$ cat src/sv/kalc_pkg.sv
`default_nettype none
// ----------------------------------------------------------------------------
// kalc_pkg
// Shared types and constants of the keypad alarm lock controller.
// ----------------------------------------------------------------------------
package kalc_pkg;

	localparam int PASSWORD_LENGTH = 8;
	localparam int IDX_W           = (PASSWORD_LENGTH > 1) ? $clog2(PASSWORD_LENGTH) : 1;
	localparam int LEN_W           = $clog2(PASSWORD_LENGTH + 1);
	localparam int ENT_LEN_W       = 4;
	localparam int CNT_W           = 8;

	localparam logic [CNT_W-1:0] CNT_MAX = 8'd255;

	localparam logic [7:0] SETPOINT_RESET  = 8'd28;
	localparam logic [7:0] TOLERANCE_RESET = 8'd3;

	// register indexes on the configuration port
	localparam logic REG_SETPOINT  = 1'b0;
	localparam logic REG_TOLERANCE = 1'b1;

	// key symbols
	localparam logic [7:0] KEY_ENTER   = 8'h41; // 'A'
	localparam logic [7:0] KEY_INSERT  = 8'h42; // 'B'
	localparam logic [7:0] KEY_CHANGE  = 8'h43; // 'C'
	localparam logic [7:0] KEY_DELETE  = 8'h44; // 'D'
	localparam logic [7:0] KEY_CANCEL  = 8'h2A; // '*'
	localparam logic [7:0] KEY_ARM     = 8'h23; // '#'
	localparam logic [7:0] KEY_DIGIT_0 = 8'h30;
	localparam logic [7:0] KEY_DIGIT_9 = 8'h39;

	typedef enum logic [2:0] {
		MODE_INSERT = 3'd0,
		MODE_CHANGE = 3'd1,
		MODE_ENTER  = 3'd2,
		MODE_DELETE = 3'd3,
		MODE_CANCEL = 3'd4,
		MODE_ARM    = 3'd5
	} mode_t;

	typedef enum logic [1:0] {
		CHG_NONE    = 2'd0,
		CHG_DONE    = 2'd1,
		CHG_REFUSED = 2'd2
	} chg_status_t;

	// commands to the entry / password store
	typedef struct packed {
		logic       digit_we;
		logic [3:0] digit;
		logic       clear;
		logic       commit;
	} kp_cmd_t;

	// status back from the entry / password store
	typedef struct packed {
		logic             full;
		logic             match;
		logic [LEN_W-1:0] length;
	} kp_stat_t;

endpackage
`default_nettype wire

$ cat src/sv/kalc_keypad.sv
`default_nettype none
// ----------------------------------------------------------------------------
// kalc_keypad
// Entry digit buffer, digit counter and stored password with full compare.
// ----------------------------------------------------------------------------
module kalc_keypad
	import kalc_pkg::*;
(
	input  wire logic     clk,
	input  wire logic     arst_n,
	input  wire kp_cmd_t  cmd,
	output kp_stat_t      stat
);

	logic [3:0]       entry_q [PASSWORD_LENGTH];
	logic [3:0]       password_q [PASSWORD_LENGTH];
	logic [CNT_W-1:0] digit_count_q;
	logic [LEN_W-1:0] entry_length_q;
	logic             room;
	logic             equal;

	assign room = digit_count_q < CNT_W'(PASSWORD_LENGTH);

	// entry buffer holds no reset, it is only read once fully written
	always_ff @(posedge clk) begin
		if (cmd.digit_we && room) begin
			entry_q[digit_count_q[IDX_W-1:0]] <= cmd.digit;
		end
	end

	always_ff @(posedge clk or negedge arst_n) begin
		if (!arst_n) begin
			digit_count_q  <= '0;
			entry_length_q <= '0;
		end else if (cmd.clear) begin
			digit_count_q  <= '0;
			entry_length_q <= '0;
		end else if (cmd.digit_we) begin
			if (room) begin
				entry_length_q <= LEN_W'(digit_count_q + 1'b1);
			end
			if (digit_count_q != CNT_MAX) begin
				digit_count_q <= digit_count_q + 1'b1;
			end
		end
	end

	always_ff @(posedge clk or negedge arst_n) begin
		if (!arst_n) begin
			for (int i = 0; i < PASSWORD_LENGTH; i++) begin
				password_q[i] <= 4'(i % 10);
			end
		end else if (cmd.commit) begin
			for (int i = 0; i < PASSWORD_LENGTH; i++) begin
				password_q[i] <= entry_q[i];
			end
		end
	end

	always_comb begin
		equal = 1'b1;
		for (int i = 0; i < PASSWORD_LENGTH; i++) begin
			if (entry_q[i] != password_q[i]) begin
				equal = 1'b0;
			end
		end
	end

	assign stat.full   = entry_length_q == LEN_W'(PASSWORD_LENGTH);
	assign stat.match  = stat.full && equal;
	assign stat.length = entry_length_q;

endmodule
`default_nettype wire

$ cat src/sv/keypad_alarm_lock_controller.sv
`default_nettype none
// ----------------------------------------------------------------------------
// keypad_alarm_lock_controller
// Per-tick door distance check, alarm/buzzer decision and keypad password
// entry, change and check.
// ----------------------------------------------------------------------------
// channel   dir  beat contents
// s_axis    in   one polling tick: key code, measured distance
// m_axis    out  one status beat per tick
// cfg       in   setpoint / tolerance write, no handshake
//
// one tick per cycle sustained while m_axis accepts; a tick passes to m_axis
// through its registers (input register, then result register)
// all tick logic (window check, key decode, 8-digit compare) sits between
// those two registers
// reset: armed, trip clear, insert mode, empty entry, password 0..7
// an unaccepted result holds the input register, which stalls s_axis
// ----------------------------------------------------------------------------
module keypad_alarm_lock_controller
	import kalc_pkg::*;
(
	input  wire logic        clk,
	input  wire logic        arst_n,
	input  wire logic        s_axis_tvalid,
	output logic             s_axis_tready,
	input  wire logic [15:0] s_axis_tdata,  // key_code[7:0], distance_cm[15:8]
	output logic             m_axis_tvalid,
	input  wire logic        m_axis_tready,
	output logic [15:0]      m_axis_tdata,  // buzzer_on[0], armed[1], distance_safe[2],
	                                        // mode_code[5:3], entered_length[9:6],
	                                        // change_status[11:10], zero[15:12]
	input  wire logic        cfg_we,
	input  wire logic        cfg_index,
	input  wire logic [7:0]  cfg_wdata
);

	logic [7:0] setpoint_q;
	logic [7:0] tolerance_q;

	logic       valid_s1;
	logic [7:0] key_s1;
	logic [7:0] dist_s1;

	logic       armed_q;
	logic       trip_q;
	mode_t      mode_q;

	logic       out_free;
	logic       adv;

	logic [7:0]  abs_diff;
	logic        safe;
	logic        trip_n;
	logic        buzzer;
	logic        is_opt;
	logic        is_digit;
	mode_t       opt_mode;
	mode_t       mode_key;
	mode_t       mode_n;
	logic        armed_n;
	logic        trip_nx;
	chg_status_t status;
	kp_cmd_t     cmd_raw;
	kp_cmd_t     cmd;
	kp_stat_t    kp_stat;

	// configuration
	always_ff @(posedge clk or negedge arst_n) begin
		if (!arst_n) begin
			setpoint_q  <= SETPOINT_RESET;
			tolerance_q <= TOLERANCE_RESET;
		end else if (cfg_we) begin
			case (cfg_index)
				REG_SETPOINT:  setpoint_q  <= cfg_wdata;
				REG_TOLERANCE: tolerance_q <= cfg_wdata;
				default:       ;
			endcase
		end
	end

	// handshake
	assign out_free      = !m_axis_tvalid || m_axis_tready;
	assign adv           = valid_s1 && out_free;
	assign s_axis_tready = !valid_s1 || out_free;

	always_ff @(posedge clk or negedge arst_n) begin
		if (!arst_n) begin
			valid_s1 <= 1'b0;
		end else if (s_axis_tready) begin
			valid_s1 <= s_axis_tvalid;
		end
	end

	always_ff @(posedge clk) begin
		if (s_axis_tvalid && s_axis_tready) begin
			key_s1  <= s_axis_tdata[7:0];
			dist_s1 <= s_axis_tdata[15:8];
		end
	end

	// distance window and buzzer, decided before the key
	assign abs_diff = (setpoint_q >= dist_s1) ? (setpoint_q - dist_s1) : (dist_s1 - setpoint_q);
	assign safe     = abs_diff <= tolerance_q;
	assign trip_n   = trip_q || !safe;
	assign buzzer   = armed_q && trip_n;

	// key decode
	always_comb begin
		is_opt   = 1'b1;
		opt_mode = MODE_INSERT;
		unique case (key_s1)
			KEY_INSERT: opt_mode = MODE_INSERT;
			KEY_CHANGE: opt_mode = MODE_CHANGE;
			KEY_ENTER:  opt_mode = MODE_ENTER;
			KEY_DELETE: opt_mode = MODE_DELETE;
			KEY_CANCEL: opt_mode = MODE_CANCEL;
			KEY_ARM:    opt_mode = MODE_ARM;
			default:    is_opt   = 1'b0;
		endcase
	end

	assign is_digit = (key_s1 >= KEY_DIGIT_0) && (key_s1 <= KEY_DIGIT_9);
	assign mode_key = is_opt ? opt_mode : mode_q;

	// tick action
	always_comb begin
		armed_n        = armed_q;
		trip_nx        = trip_n;
		mode_n         = mode_key;
		status         = CHG_NONE;
		cmd_raw        = '0;
		cmd_raw.digit  = 4'(key_s1 - KEY_DIGIT_0);
		if (mode_q == MODE_INSERT && mode_key == MODE_ENTER) begin
			if (kp_stat.match) begin
				armed_n = 1'b0;
				trip_nx = 1'b0;
			end else begin
				armed_n = 1'b1;
			end
			cmd_raw.clear = 1'b1;
			mode_n        = MODE_INSERT;
		end else if (mode_q == MODE_CHANGE && mode_key == MODE_ENTER) begin
			if (kp_stat.full && !armed_q) begin
				cmd_raw.commit = 1'b1;
				status         = CHG_DONE;
			end else begin
				status = CHG_REFUSED;
			end
			cmd_raw.clear = 1'b1;
			mode_n        = MODE_INSERT;
		end else begin
			unique case (mode_key)
				MODE_INSERT, MODE_CHANGE: cmd_raw.digit_we = is_digit;
				MODE_DELETE: begin
					cmd_raw.clear = 1'b1;
					mode_n        = mode_q;
				end
				MODE_CANCEL: begin
					cmd_raw.clear = 1'b1;
					mode_n        = MODE_INSERT;
				end
				MODE_ARM: begin
					armed_n       = 1'b1;
					trip_nx       = 1'b0;
					cmd_raw.clear = 1'b1;
					mode_n        = MODE_INSERT;
				end
				default: ;
			endcase
		end
	end

	assign cmd = adv ? cmd_raw : '0;

	kalc_keypad u_keypad (
		.clk    (clk),
		.arst_n (arst_n),
		.cmd    (cmd),
		.stat   (kp_stat)
	);

	always_ff @(posedge clk or negedge arst_n) begin
		if (!arst_n) begin
			armed_q <= 1'b1;
			trip_q  <= 1'b0;
			mode_q  <= MODE_INSERT;
		end else if (adv) begin
			armed_q <= armed_n;
			trip_q  <= trip_nx;
			mode_q  <= mode_n;
		end
	end

	// result register; length is the store's length as it will stand after this tick's update
	logic [ENT_LEN_W-1:0] len_after;
	always_comb begin
		if (cmd_raw.clear) begin
			len_after = '0;
		end else if (cmd_raw.digit_we && !kp_stat.full) begin
			len_after = ENT_LEN_W'(kp_stat.length + 1'b1);
		end else begin
			len_after = ENT_LEN_W'(kp_stat.length);
		end
	end

	always_ff @(posedge clk or negedge arst_n) begin
		if (!arst_n) begin
			m_axis_tvalid <= 1'b0;
		end else if (adv) begin
			m_axis_tvalid <= 1'b1;
		end else if (m_axis_tready) begin
			m_axis_tvalid <= 1'b0;
		end
	end

	always_ff @(posedge clk) begin
		if (adv) begin
			m_axis_tdata <= {4'b0000, status, len_after, mode_n, safe, armed_n, buzzer};
		end
	end

`ifndef SYNTHESIS
	// a stalled tick keeps its input register
	a_s1_hold: assert property (@(posedge clk) disable iff (!arst_n)
		valid_s1 && !out_free |=> valid_s1 && $stable(key_s1) && $stable(dist_s1))
		else $error("input register changed while stalled");

	// a stored password implies disarmed, insert mode and empty entry
	a_change_done: assert property (@(posedge clk) disable iff (!arst_n)
		adv && status == CHG_DONE |=> !armed_q && mode_q == MODE_INSERT
		&& kp_stat.length == '0)
		else $error("password change left inconsistent state");

	// entry length never passes the password length
	a_len_bound: assert property (@(posedge clk) disable iff (!arst_n)
		kp_stat.length <= LEN_W'(PASSWORD_LENGTH))
		else $error("entry length overflow");

	// a result is only loaded when the output side is free
	a_no_overrun: assert property (@(posedge clk) disable iff (!arst_n)
		m_axis_tvalid && !m_axis_tready |=> m_axis_tvalid && $stable(m_axis_tdata))
		else $error("result overwritten before taken");
`endif

endmodule
`default_nettype wire

$ cat config.mk
export PLATFORM = sky130hd
export DESIGN_NAME = keypad_alarm_lock_controller
export DESIGN_NICKNAME = d
export VERILOG_FILES = /design/src/sv/kalc_pkg.sv /design/src/sv/kalc_keypad.sv /design/src/sv/keypad_alarm_lock_controller.sv
export SDC_FILE = /design/constraint.sdc
export NUM_CORES = 1
export LEC_CHECK = 0
export BUFFER_PORTS_ARGS = -buffer_cell sky130_fd_sc_hd__buf_2
export CORE_MARGIN = 4
export CORE_UTILIZATION = 30
export DETAILED_ROUTE_END_ITERATION = 8
export HOLD_SLACK_MARGIN = 0.15
export PLACE_DENSITY_LB_ADDON = 0.2
export SYNTH_ARGS = -nofsm -noshare
export SYNTH_HDL_FRONTEND = slang
export SYNTH_SLANG_ARGS = --single-unit
$ cat constraint.sdc
create_clock -name clk -period 9.2 [get_ports clk]
set_clock_uncertainty 0.15 [all_clocks]
set_input_delay 1.84 -clock clk [delete_from_list [all_inputs] [get_ports clk]]
set_output_delay 1.84 -clock clk [all_outputs]
set_load 0.01 [all_outputs]
Yosys cells after proc, flatten, opt, wreduce, memory -nomap -nowiden
Memory sizes are Yosys's and may differ from the RTL's.
Cells that the tools add are included.

storage, ports and cells
  flip-flop bits (word level) = 95
  bits in writable memories = 32
  output and inout port bits = 18
  logic and storage cells = 135
  memories = 1

memory list
  memory            depth  width  read ports  clocked after Yosys merged registers in  wr ports  line               source
  u_keypad.entry_q  8      4      8           0                                        1         kalc_keypad.sv:15  logic [3:0] entry_q [PASSWORD_LENGTH];

cells by class
  add/subtract/negate cells = 5
  magnitude comparators = 5
  equality and inequality tests = 22
  muxes and demuxes = 45
  bitwise operators = 2
  reduce and logical (&&, ||, !) cells = 33

operators by type and width
  cell                   number
  $eq A8 B7 Y1 const B   4
  $mux W8                4
  $ne A4 B4 Y1           8
  $mux W1                30
  $eq A8 B6 Y1 const B   2
  $mux W4                4
  $sub A8 B8 Y8          2
  $pmux W3 S5            1
  $logic_and A1 B1 Y1    10
  $mux W3                3
  $add A8 B1 Y8 const B  1
  $ge A8 B6 Y1 const B   1
  $ge A8 B8 Y1           1
  $le A8 B6 Y1 const B   1
  $le A8 B8 Y1           1
  $lt A8 B4 Y1 const B   1
  $ne A8 B8 Y1 const B   1
  $reduce_and A2 Y1      4
  $reduce_bool A2 Y1     4
  $mux W7                1
  $eq A3 B1 Y1 const B   2
  $eq A3 B2 Y1 const B   2
  $eq A3 B3 Y1 const B   2
  $logic_not A3 Y1       2
  11 further kinds       20

Logic depth before layout (Yosys ltp)
Gate-level depths: netlist of the first run.

  depth in word-level cells = 13
  gate-level depth with buffers = 17
  depth with buffers taken out = 17

Modules after synthesis
From an unflattened synthesis of the first run, not the netlist that was laid out.

unflattened totals
  cells, all modules = 498
  area total of the unflattened synthesis = 6,316.1 um^2

modules (own cells, without submodules)
  module                        times used  cells an instance  area each (um^2)
  kalc_keypad                   1           219                3,221.8
  keypad_alarm_lock_controller  1           279                3,094.2

Worst setup path after synthesis of the first run
No wires, ideal clock.

  path type = input-to-output
  start point = input m_axis_tready
  end point = output s_axis_tready
  arrival = 2.049 ns
  required time = 7.210 ns
  slack = 5.161 ns
  stages on the path = 1
  cell sequence = nand3b_1

between the ends
  longest elaborated chain between the ends = 2

RTL lines
  element             line                                source
  start, declared     keypad_alarm_lock_controller.sv:28  input wire logic m_axis_tready,
  $logic_or A1 B1 Y1  keypad_alarm_lock_controller.sv:82  assign out_free = !m_axis_tvalid || m_axis_tready;
  $logic_or A1 B1 Y1  keypad_alarm_lock_controller.sv:84  assign s_axis_tready = !valid_s1 || out_free;
  end, declared       keypad_alarm_lock_controller.sv:25  output logic s_axis_tready,

Every way passes these cells.

Worst setup path after layout of the first run
  start point = input m_axis_tready
  end point = memory u_keypad.entry_q[2][1], enable pin

between the ends
  longest elaborated chain between the ends = 6

RTL lines
  element                        line                                 source
  $logic_or A1 B1 Y1             keypad_alarm_lock_controller.sv:82
  $logic_and A1 B1 Y1            keypad_alarm_lock_controller.sv:83   assign adv = valid_s1 && out_free;
  $mux W7                        keypad_alarm_lock_controller.sv:173  assign cmd = adv ? cmd_raw : '0;
  $logic_and A1 B1 Y1            kalc_keypad.sv:26                    if (cmd.digit_we && room) begin
  $mux W1                        kalc_keypad.sv:26
  $mux W1 (not written as such)  kalc_keypad.sv:27                    entry_q[digit_count_q[IDX_W-1:0]] <= cmd.digit;
  end, declared                  kalc_keypad.sv:15

Every way passes these cells.

==> impl_results.md, run 1 <==
- Initial DRC count: about 310
- Most frequent cell after synthesis: edfxtp_1
- Port Buffers: between 40 and 50
- Combinational share of power: 0.153
- Hold wc startpoint: u_keypad.password_q[11]
- Synth-to-layout area growth: 16.52%
- Top-level port count: 48
- ANT cells: 0
- Post-Synth XOR/XNOR Area: 0.06883
- Largest net degree at the start of global routing: 68
- Vias in the first global route: ~4200
- Adder-cell share of the synthesized area: 0.05742
- H-tree Lvls: 4
- Die Footprint: between 20000 and 25000 sq um
- Placeable Area: roughly 21000 sq um
- Crit path max fanout: 11
- Max-cap violations: 0
- Number of vias per cell: 4.671
- Unrepaired setup endpoints after global routing: no
- DR WL/cell: ~15 um
- P per Cell Area: 207.1 nW/um^2
- Worst setup SP type: input pin
- CP Capture Type: register
- Starting Density: 0.3036
- GR Util All Layers: 0.1169
- Row count: 53
- Final period utilization: 0.4968
- Fin area: ~7400 sq um
- Actual slew at the worst max-slew pin: ~1100 ps
- Fraction of layout cells with a size suffix above 1: 0.1966
- Placed wire-length estimate: 9456 um
- Hold Fails Final Rpt: 0
- Worst hold-check path type: register to register
- Clk Latency, worst-skew pair: approximately 420 ps
- Synthesized area: approximately 6400 sq um
- #FFs+latches synth: about 130
- Clock Tree Buf Depth: 2
- Global-route wire length before repair: 21880 um
- Top FF cell, synth: edfxtp_1
- Remaining antenna violation count: 0
- Sequential share of power: 0.440
- Asr flop ratio synth: 0.5276
- Switching share of total power: 0.2744
- Post-synth cell types: 56
- Width of the die: 153.6 um
- Setup Crit Path Kind: input pin to register
- Reg area: 3501 sq um
- Clk pin slew, worst setup/hold paths: approximately 60 ps
- Leading area contributor after synthesis: edfxtp_1
- Area fraction of the dominant cell type after synthesis: 0.2832
- Int Power: about 1.1 mW
- Clock sinks: 127
- Maximum vdd drop: roughly 120 uV
- Reg2reg setup slack: about 4800 ps
- Worst reg2reg path startpoint: setpoint_q[0]
- Post-Route WL: roughly 13000 um
- Post-Synth Simple-Gate Area: 0.1215
- First-pass DRT Iterations: 4
- Worst slew margin: 0.2591
- Synth area leaders: edfxtp_1 (28%), dfrtp_1 (19%), dfstp_2 (7.4%)
- Setup violators final: 0
- Total gr overflow: 0
- Total number of vias: ~4000
- Footprint of the multi-input gates: 2644 sq um
- Fillers: ~2100
- Leak: 3.090 nW
- Psw: 0.4213 mW
- EDFF count, synth: 60
- Status: finished clean
- Post-route DRC: 0
- Clock group share of total power: 0.407
- Post-Place Cell Area: approximately 7000 sq um
- Cts hold-fix bufs: 0
- Tmin final: between 4000 and 5000 ps
- Sequential-to-total area share from yosys stat: 0.5502
- WP data required: 9090 ps
- Post-synthesis compound-gate area fraction: 0.08102
- Post-synthesis mux area share: 0.08437
- Power Total: between 1.5 and 2 mW
- Pins Over Slew Limit: 0
- Fin Setup TNS: 0 ps
- Placer Congestion: between 0.7 and 0.8
- Initial antenna violation count: 0
- Die height: about 150 um
- Num CTS Buffers: 17
- Mean post-synth cell area: roughly 12 sq um
- Max Freq: 218.8 MHz
- Mapped Cells: 526
- NumNets Final: about 640
- Setup crit start: m_axis_tready
- Clock root buffer: clkbuf_16
- Ys Warns: 0
- CTS tree: done
- Largest family of logic cells by synthesized area: simple AND/OR/NAND/NOR gates
- Post-CTS Resized: 0
- CP arrival: 4460 ps
- Post-CTS setup buffer count: 0
- Commonest cells post-synth: edfxtp_1 (60), dfrtp_1 (49), xnor2_1 (34), inv_1 (33), nor2_1 (33)
-- metal layers --
metal  vias up  global-route usage  part of all wire
met3        14             0.02899             0.033
met4         0             0.04500             0.012
met2        69              0.1845              0.48
li1       1987                   -                 -
met5         -                   0                 0
met1      1970              0.1554              0.48
-- cell families after synthesis --
kind of cell,Yosys count
xor+xnor,50
buf+inv,50
simple gates,144
other cells,1
compound gates,78
mux,48
flops,127
fa+ha+maj,28
-- final cells by class --
class                      instances  share of cell area
timing repair buffer              46             0.03207
tap                              275             0.04641
clock inverter                    11             0.01097
inverter                          33             0.01671
multi-input combinational        352              0.3566
clock buffer                      21             0.06498
sequential                       127              0.4722
-- layout by cell type, fill, tap and decap left out, types with 5 or more instances in the layout --
cell and n:
nor2_1 33, mux2_1 30, dfstp_2 18, nor4_1 5, o21ai_0 20, dfrtp_1 49
a211oi_1 6, xor2_1 16, a21oi_1 20, clkbuf_16 18, clkinvlp_4 5, a21o_1 6
mux2_2 15, nor2b_1 5, buf_2 43, inv_1 33, nand2_1 25, nand2b_1 6
xnor2_1 34, o211ai_1 5, and3_1 11, nand3_1 15, ha_1 26, nor3_1 12
edfxtp_1 60, nand4_1 8
-- worst max-delay path: stages --
cell and delay (ps):
buf_2 80, nand2b_1 210, nand2_1 260, a211oi_1 930, nand2_1 360, nor4b_1 780
-- registers in the layout (all words and copies together), names as in the netlist, 3 cells and up --
register / cells
m_axis_tdata: 12
dist_s1: 8
tolerance_q: 8
u_keypad.digit_count_q: 8
mode_q: 3
u_keypad.password_q: 32
key_s1: 8
u_keypad.entry_q: 32
setpoint_q: 8
u_keypad.entry_length_q: 4
-- path summary, 6_finish.rpt --
kind / end / cells past startpoint
worst max-delay path: u_keypad.entry_q[2][1] / 6
worst min-delay path: u_keypad.password_q[11] / 1
worst max register to register: m_axis_tdata[0] / 17
worst min register to register: u_keypad.password_q[11] / 1
max in group asynchronous: setpoint_q[5] / 2
min in group asynchronous: u_keypad.password_q[9] / 2
-- metrics by stage --
step / setup WS [ps] / utilization / cells / hold WS, ps
detailed placement: 4154 / 0.3269 / 833 / 345.1
global placement: 4295 / 0.3269 / 833 / 339.4
global route: 4329 / 0.3538 / 865 / 371.4
CTS: 4594 / 0.3538 / 865 / 357.7
finish: 4629 / 0.3538 / 865 / 354.5
floorplan: 5161 / - / 529 / 328.5
-- power by group through the flow --
stage | clock network, mW | registers [mW] | logic [mW]
final | 0.626 | 0.675 | 0.235
after global routing | 0.671 | 0.682 | 0.270
after CTS | 0.644 | 0.676 | 0.240
after detailed placement | 0 | 0.686 | 0.236
after global placement | 0 | 0.684 | 0.232
after floorplan | 0 | 0.672 | 0.174
Note: power is estimated with default switching activity, not from simulation.
==> run 2: changes to the inputs <==
clock period = 3.7 ns   (was 9.2 ns; I/O delays follow)
==> run 2 against run 1 <==
  * Core utilization increased by 1.8 points
  * Global-route usage is 0.75 points higher
  * Hold slack got worse by 4.7 ps
  * Critical path type is now register to register
  * Largest cell class unchanged
  * Largest power group is now the clock network
==> impl_results.md, run 2 (same netlist as run 1, synthesis figures left out) <==
- Status: finished clean
- Setup Crit Path Kind: register to register
- Actual slew at the worst max-slew pin: 924.4 ps (-180.3 ps)
- Largest net degree at the start of global routing: 68 (unchanged)
- Sequential share of power: 0.405 (-0.035)
- CP arrival: 3680 ps (-780 ps)
- Worst hold-check path type: input pin to register
- Post-Route WL: 13850 um (+5.4%)
- Combinational share of power: 0.169 (+0.016)
- CTS tree: done
- Width of the die: 153.6 um (unchanged)
- CP Capture Type: register
- Total number of vias: 4173 (+3.3%)
- Placer Congestion: 0.8537 (+7.9%)
- Pre-CTS setup slack: -161.6 ps (-4315 ps)
- Clk Latency, worst-skew pair: 410 ps (about the same)
- Most frequent cells in the layout: edfxtp_1 (60), dfrtp_1 (49), buf_2 (43), xnor2_1 (34), nor2_1 (31)
- Worst slew margin: 0.3837 (+0.1246)
- DR WL/cell: 15.54 um (+2.3%)
- Int Power: 3.068 mW (+180%)
- GR Util All Layers: 0.1244 (+0.007501)
- Row count: 53 (unchanged)
- NumNets Final: 661 (+4.1%)
- WP data required: 3720 ps (-5370 ps)
- Placed wire-length estimate: 9759 um (+3.2%)
- Clock root buffer: clkbuf_16
- Hold Fails Final Rpt: 0 (unchanged)
- Port Buffers: 43 (unchanged)
- Initial DRC count: 204 (-35%)
- Die Footprint: 23600 sq um (unchanged)
- H-tree Lvls: 4 (unchanged)
- Vias in the first global route: 4433 (+5.1%)
- Global-route wire length before repair: 23380 um (+6.8%)
- P per Cell Area: 532.1 nW/um^2 (+160%)
- Clk pin slew, worst setup/hold paths: 60 ps (about the same)
- Number of vias per cell: 4.684 (+0.28%)
- Clock Tree Buf Depth: 2 (unchanged)
- Total gr overflow: 0 (unchanged)
- Placeable Area: 20960 sq um (unchanged)
- Switching share of total power: 0.2600 (-0.01440)
- Leak: 3.273 nW (+5.9%)
- ANT cells: 0 (unchanged)
- Initial antenna violation count: 0 (unchanged)
- Die height: 153.6 um (unchanged)
- Unrepaired setup endpoints after global routing: yes
- Max-cap violations: 0 (unchanged)
- Max Freq: ~270 MHz
- Setup ws final: 41.86 ps (-4587 ps)
- Psw: 1.078 mW (+160%)
- Top-level port count: 48 (unchanged)
- Post-route DRC: 0 (unchanged)
- Fraction of layout cells with a size suffix above 1: 0.2679 (+0.07125)
- First-pass DRT Iterations: 6 (+2)
- Clock group share of total power: 0.426 (+0.019)
- Reg2reg setup slack: 40 ps (-4760 ps)
- Pins Over Slew Limit: 0 (unchanged)
- Starting Density: 0.3036 (unchanged)
- Maximum vdd drop: 316.9 uV (+160%)
- Synth-to-layout area growth: 22.46%
- Setup violators final: 0 (unchanged)
- Tmin final: between 3000 and 4000 ps
- Crit path max fanout: 5 (-6)
- Remaining antenna violation count: 0 (unchanged)
- Clock sinks: 127 (unchanged)
- Commonest non-fill, non-tap cell in the layout: edfxtp_1
- Final period utilization: 0.9887
- Worst setup SP type: register
- Layout Utilization: 0.3718 (+0.01803)
- Num CTS Buffers: 17 (unchanged)
==> run 2: changes by cell type in the layout (fill, tap and decap cells not counted), moves of 3 or more <==
| cell | previous run | this run |
|---|---|---|
| buf_4 | 3 | 29 |
| a21oi_1 | 20 | 15 |
| a21oi_2 | 0 | 5 |
| inv_1 | 33 | 28 |
| inv_2 | 0 | 5 |
| bufinv_16 | 0 | 3 |
| clkbuf_8 | 2 | 5 |
| clkinvlp_4 | 5 | 2 |
| ha_1 | 26 | 23 |
| ha_4 | 0 | 3 |
==> run 2: path summary, 6_finish.rpt <==
| kind | startpoint | endpoint | cells past startpoint |
|---|---|---|---|
| worst max-delay path | setpoint_q[0] | m_axis_tdata[0] | 17 |
| worst min-delay path | s_axis_tdata[11] | dist_s1[3] | 1 |
| worst max register to register | setpoint_q[0] | m_axis_tdata[0] | 17 |
| worst min register to register | u_keypad.password_q[22] | u_keypad.password_q[22] | 1 |
| max in group asynchronous | arst_n | tolerance_q[4] | 2 |
| min in group asynchronous | arst_n | u_keypad.password_q[3] | 2 |
==> run 2: power by group through the flow <==
stage,registers (mW),clock network [mW],logic [mW]
after floorplan,1.67,0,0.434
after global placement,1.70,0,0.613
after detailed placement,1.70,0,0.624
after CTS,1.68,1.81,0.673
after global routing,1.69,1.88,0.798
final,1.68,1.76,0.702
==> run 2: final cells by class <==
cell class	count	area, sq um
Inverter	33	123.9
Timing Repair Buffer	72	432.9
Sequential cell	127	3501
Clock buffer	24	501.7
Clock inverter	8	127.6
Multi-Input combinational cell	352	2760
Tap cell	275	344.1
Fill cell	2084	13160
==> run 2: timing repair <==
action | in CTS | in global routing
resized for setup | 12 | 15
hold buffers | 0 | 0
gates cloned | 0 | 0
setup endpoints to repair | 3 | 3
pin swaps | 13 | 19
buffers inserted | 2 | 3
==> run 2: routing by layer <==
layer	GRT usage	up-vias	wire (um)
met5	0	-	0
met4	0.04121	0	189
met3	0.03321	14	352
met2	0.2001	64	6627
met1	0.1634	2057	6677
li1	-	2038	-
==> run 2: per-stage QoR <==
| step | hold WS [ps] | TNS (ps) | cell area (sq um) | instances | power, mW |
|---|---|---|---|---|---|
| floorplan | 294.4 | 0 | 6377 | 529 | 2.106 |
| global placement | 339.6 | -34.03 | 7019 | 855 | 2.310 |
| detailed placement | 344.7 | -445.8 | 7019 | 855 | 2.327 |
| CTS | 320.9 | -35.55 | 7722 | 889 | 4.164 |
| global route | 323.3 | -522.2 | 7791 | 891 | 4.366 |
| finish | 349.8 | 0 | 7791 | 891 | 4.146 |
==> run 2: critical path: stages, from the launching register on <==
cell and delay, ps:
dfrtp_1 390, inv_2 80, ha_4 130, inv_2 40, fa_2 340, a21oi_2 180, o211ai_1 200, o2bb2ai_1 200
a211oi_2 230, o211ai_1 210, o211a_1 270, nor4_2 240, ha_1 300, nand3_2 90, o21bai_4 120, a22oi_2 80
nor2_1 110, nor2_1 50
==> run 3: changes to the inputs <==
PLACE_DENSITY_LB_ADDON = default   (was 0.2)
==> run 3 against run 2 <==
  * The run now ends with negative setup slack left
  * Non-clock buffer count rose by 9
  * Combinational power rose by 5.1%
  * Hold slack got worse by 95 ps
  * Final area barely moved
  * Die area did not move
  * Critical path depth did not move
  * Setup slack got worse by 140 ps
  * Critical path type unchanged
==> impl_results.md, run 3 (same netlist as run 1, synthesis figures left out) <==
- Status: finished with violations
- Failing checks: negative setup slack
- Num CTS Buffers: 17 (unchanged)
- Int Power: 2.963 mW (-3.4%)
- Clock group share of total power: 0.400 (-0.026)
- Final period utilization: 1.026 (+0.03731)
- Commonest non-fill, non-tap cell in the layout: edfxtp_1
- Setup crit start: setpoint_q[0]
- CP arrival: 3820 ps (+140 ps)
- Post-route DRC: 0 (unchanged)
- Die height: 153.6 um (unchanged)
- FF-to-FF path depth: 17 (unchanged)
- CP Capture Type: register
- Combinational share of power: 0.183 (+0.014)
- Worst slew margin: 0.4064 (+0.02268)
- Setup violators final: 3 (+3)
- Fraction of layout cells with a size suffix above 1: 0.2656 (-0.002257)
- Fillers: 2056 (-1.3%)
- Non-Filler Instances: 900 (+1.0%)
- Fin area: 7795 sq um (about the same)
- Clock sinks: 127 (unchanged)
- Most frequent cells in the layout: edfxtp_1 (60), dfrtp_1 (49), buf_2 (43), buf_4 (38), xnor2_1 (34)
- Maximum vdd drop: 322.0 uV (+1.6%)
- Total number of vias: 4223 (+1.2%)
- Power Total: 4.030 mW (-2.8%)
- Largest net degree at the start of global routing: 33 (-51%)
- Switching share of total power: 0.2648 (+0.004837)
- Clk Latency, worst-skew pair: 420 ps (about the same)
- Actual slew at the worst max-slew pin: 883.6 ps (-40.82 ps)
- Cts hold-fix bufs: 0 (unchanged)
- Global-route wire length before repair: 23030 um (-1.5%)
- Post-Place Cell Area: 7004 sq um (-0.21%)
- P per Cell Area: 517.1 nW/um^2 (-2.8%)
- First-pass DRT Iterations: 4 (-2)
- Hold Fails Final Rpt: 0 (unchanged)
- Row count: 53 (unchanged)
- Worst hold-check path type: input pin to asynchronous set/reset pin
- Leak: 3.283 nW (+0.30%)
- Total gr overflow: 0 (unchanged)
- Fin Setup TNS: -246.3 ps (-246.3 ps)
- DR WL/cell: 15.33 um (-1.3%)
- Placed wire-length estimate: 9703 um (-0.58%)
- Port Buffers: 43 (unchanged)
- Sequential share of power: 0.416 (+0.011)
- Unrepaired setup endpoints after global routing: yes
- Max-cap violations: 0 (unchanged)
- Vias in the first global route: 4496 (+1.4%)
- Layout Utilization: 0.3720 (about the same)
- Worst setup SP type: register
- Starting Density: 0.3036 (unchanged)
- Setup Crit Path Kind: register to register
- Psw: 1.067 mW (-0.98%)
- Initial antenna violation count: 0 (unchanged)
- NumNets Final: 670 (+1.4%)
- Width of the die: 153.6 um (unchanged)
- Setup ws final: -96.17 ps (-138.0 ps)
- Placeable Area: 20960 sq um (unchanged)
- Reg2reg setup slack: -100 ps (-140 ps)
- Reg2reg end: m_axis_tdata[0]
- Initial DRC count: 194 (-4.9%)
- Pre-CTS setup slack: -300.5 ps (-138.9 ps)
- Post-Route WL: 13800 um (-0.34%)
- GR Util All Layers: 0.1231 (-0.001296)
- Crit path max fanout: 5 (unchanged)
- Clk pin slew, worst setup/hold paths: 60 ps (about the same)
- Placed insts: 853 (-0.23%)
- Number of vias per cell: 4.692 (+0.19%)
- H-tree Lvls: 4 (unchanged)
- Top-level port count: 48 (unchanged)
- Remaining antenna violation count: 0 (unchanged)
- Tmin final: 3796 ps (+138.0 ps)
- Worst reg2reg path startpoint: setpoint_q[0]
- Min Hold Slack: 255.1 ps (-94.65 ps)
- Clock root buffer: clkbuf_16
- Pins Over Slew Limit: 0 (unchanged)
- ANT cells: 0 (unchanged)
- Max Freq: 263.4 MHz (-3.6%)
- Die Footprint: 23600 sq um (unchanged)
- Synth-to-layout area growth: 22.52% (about the same)
- CTS tree: done
- WP data required: 3720 ps (about the same)
- Clock Tree Buf Depth: 2 (unchanged)
- Placer Congestion: 0.8922 (+4.5%)
[run 3: layer usage]
layer | global-route usage | up-vias | wire length, um | part of all wire
met4 | 0.05046 | 0 | 249 | 0.018
met3 | 0.02843 | 14 | 434 | 0.031
met2 | 0.2122 | 68 | 7095 | 0.51
met1 | 0.1484 | 2087 | 6021 | 0.44
met5 | 0 | - | 0 | 0
li1 | - | 2054 | - | -
[run 3: worst max-delay path by stage]
stage,endpoint
global route,m_axis_tdata[0]
global placement,m_axis_tdata[2]
finish,m_axis_tdata[0]
floorplan,m_axis_tdata[0]
CTS,m_axis_tdata[0]
detailed placement,trip_q
[run 3: repair_timing]
item                       CTS  global route
pin swaps                   15            12
gates cloned                 0             0
setup endpoints to repair    3             3
gates resized for setup     13             7
setup buffers               15             0
[run 3: area by class of cell]
cell class                      instances  area [sq um]  area share
Inverter                               33         123.9     0.01589
Tap cell                              275         344.1     0.04414
Timing Repair Buffer                   81         500.5     0.06421
Clock inverter                          9         110.1     0.01413
Clock buffer                           23         467.9     0.06003
Multi-Input combinational cell        352          2748      0.3525
Sequential cell                       127          3501      0.4491
[run 3: worst max-delay path, stage by stage, from the launching register on]
cell and delay [ps]:
dfrtp_1 390, inv_2 80, ha_4 130, inv_2 40, fa_2 350, a21oi_2 160, o211ai_1 230, o2bb2ai_1 220
a211oi_2 280, o211ai_1 190, o211a_1 280, nor4_2 270, ha_1 310, nand3_2 100, o21bai_4 130, a22oi_2 90
nor2_1 110, nor2_1 50
[run 3: power groups by stage]
stage | logic (mW) | registers [mW] | clock network (mW)
4_1_cts | 0.709 | 1.68 | 1.65
3_3_place_gp | 0.616 | 1.70 | 0
5_1_grt | 0.823 | 1.69 | 1.72
3_5_place_dp | 0.629 | 1.70 | 0
6_report | 0.738 | 1.68 | 1.61
2_1_floorplan | 0.434 | 1.67 | 0
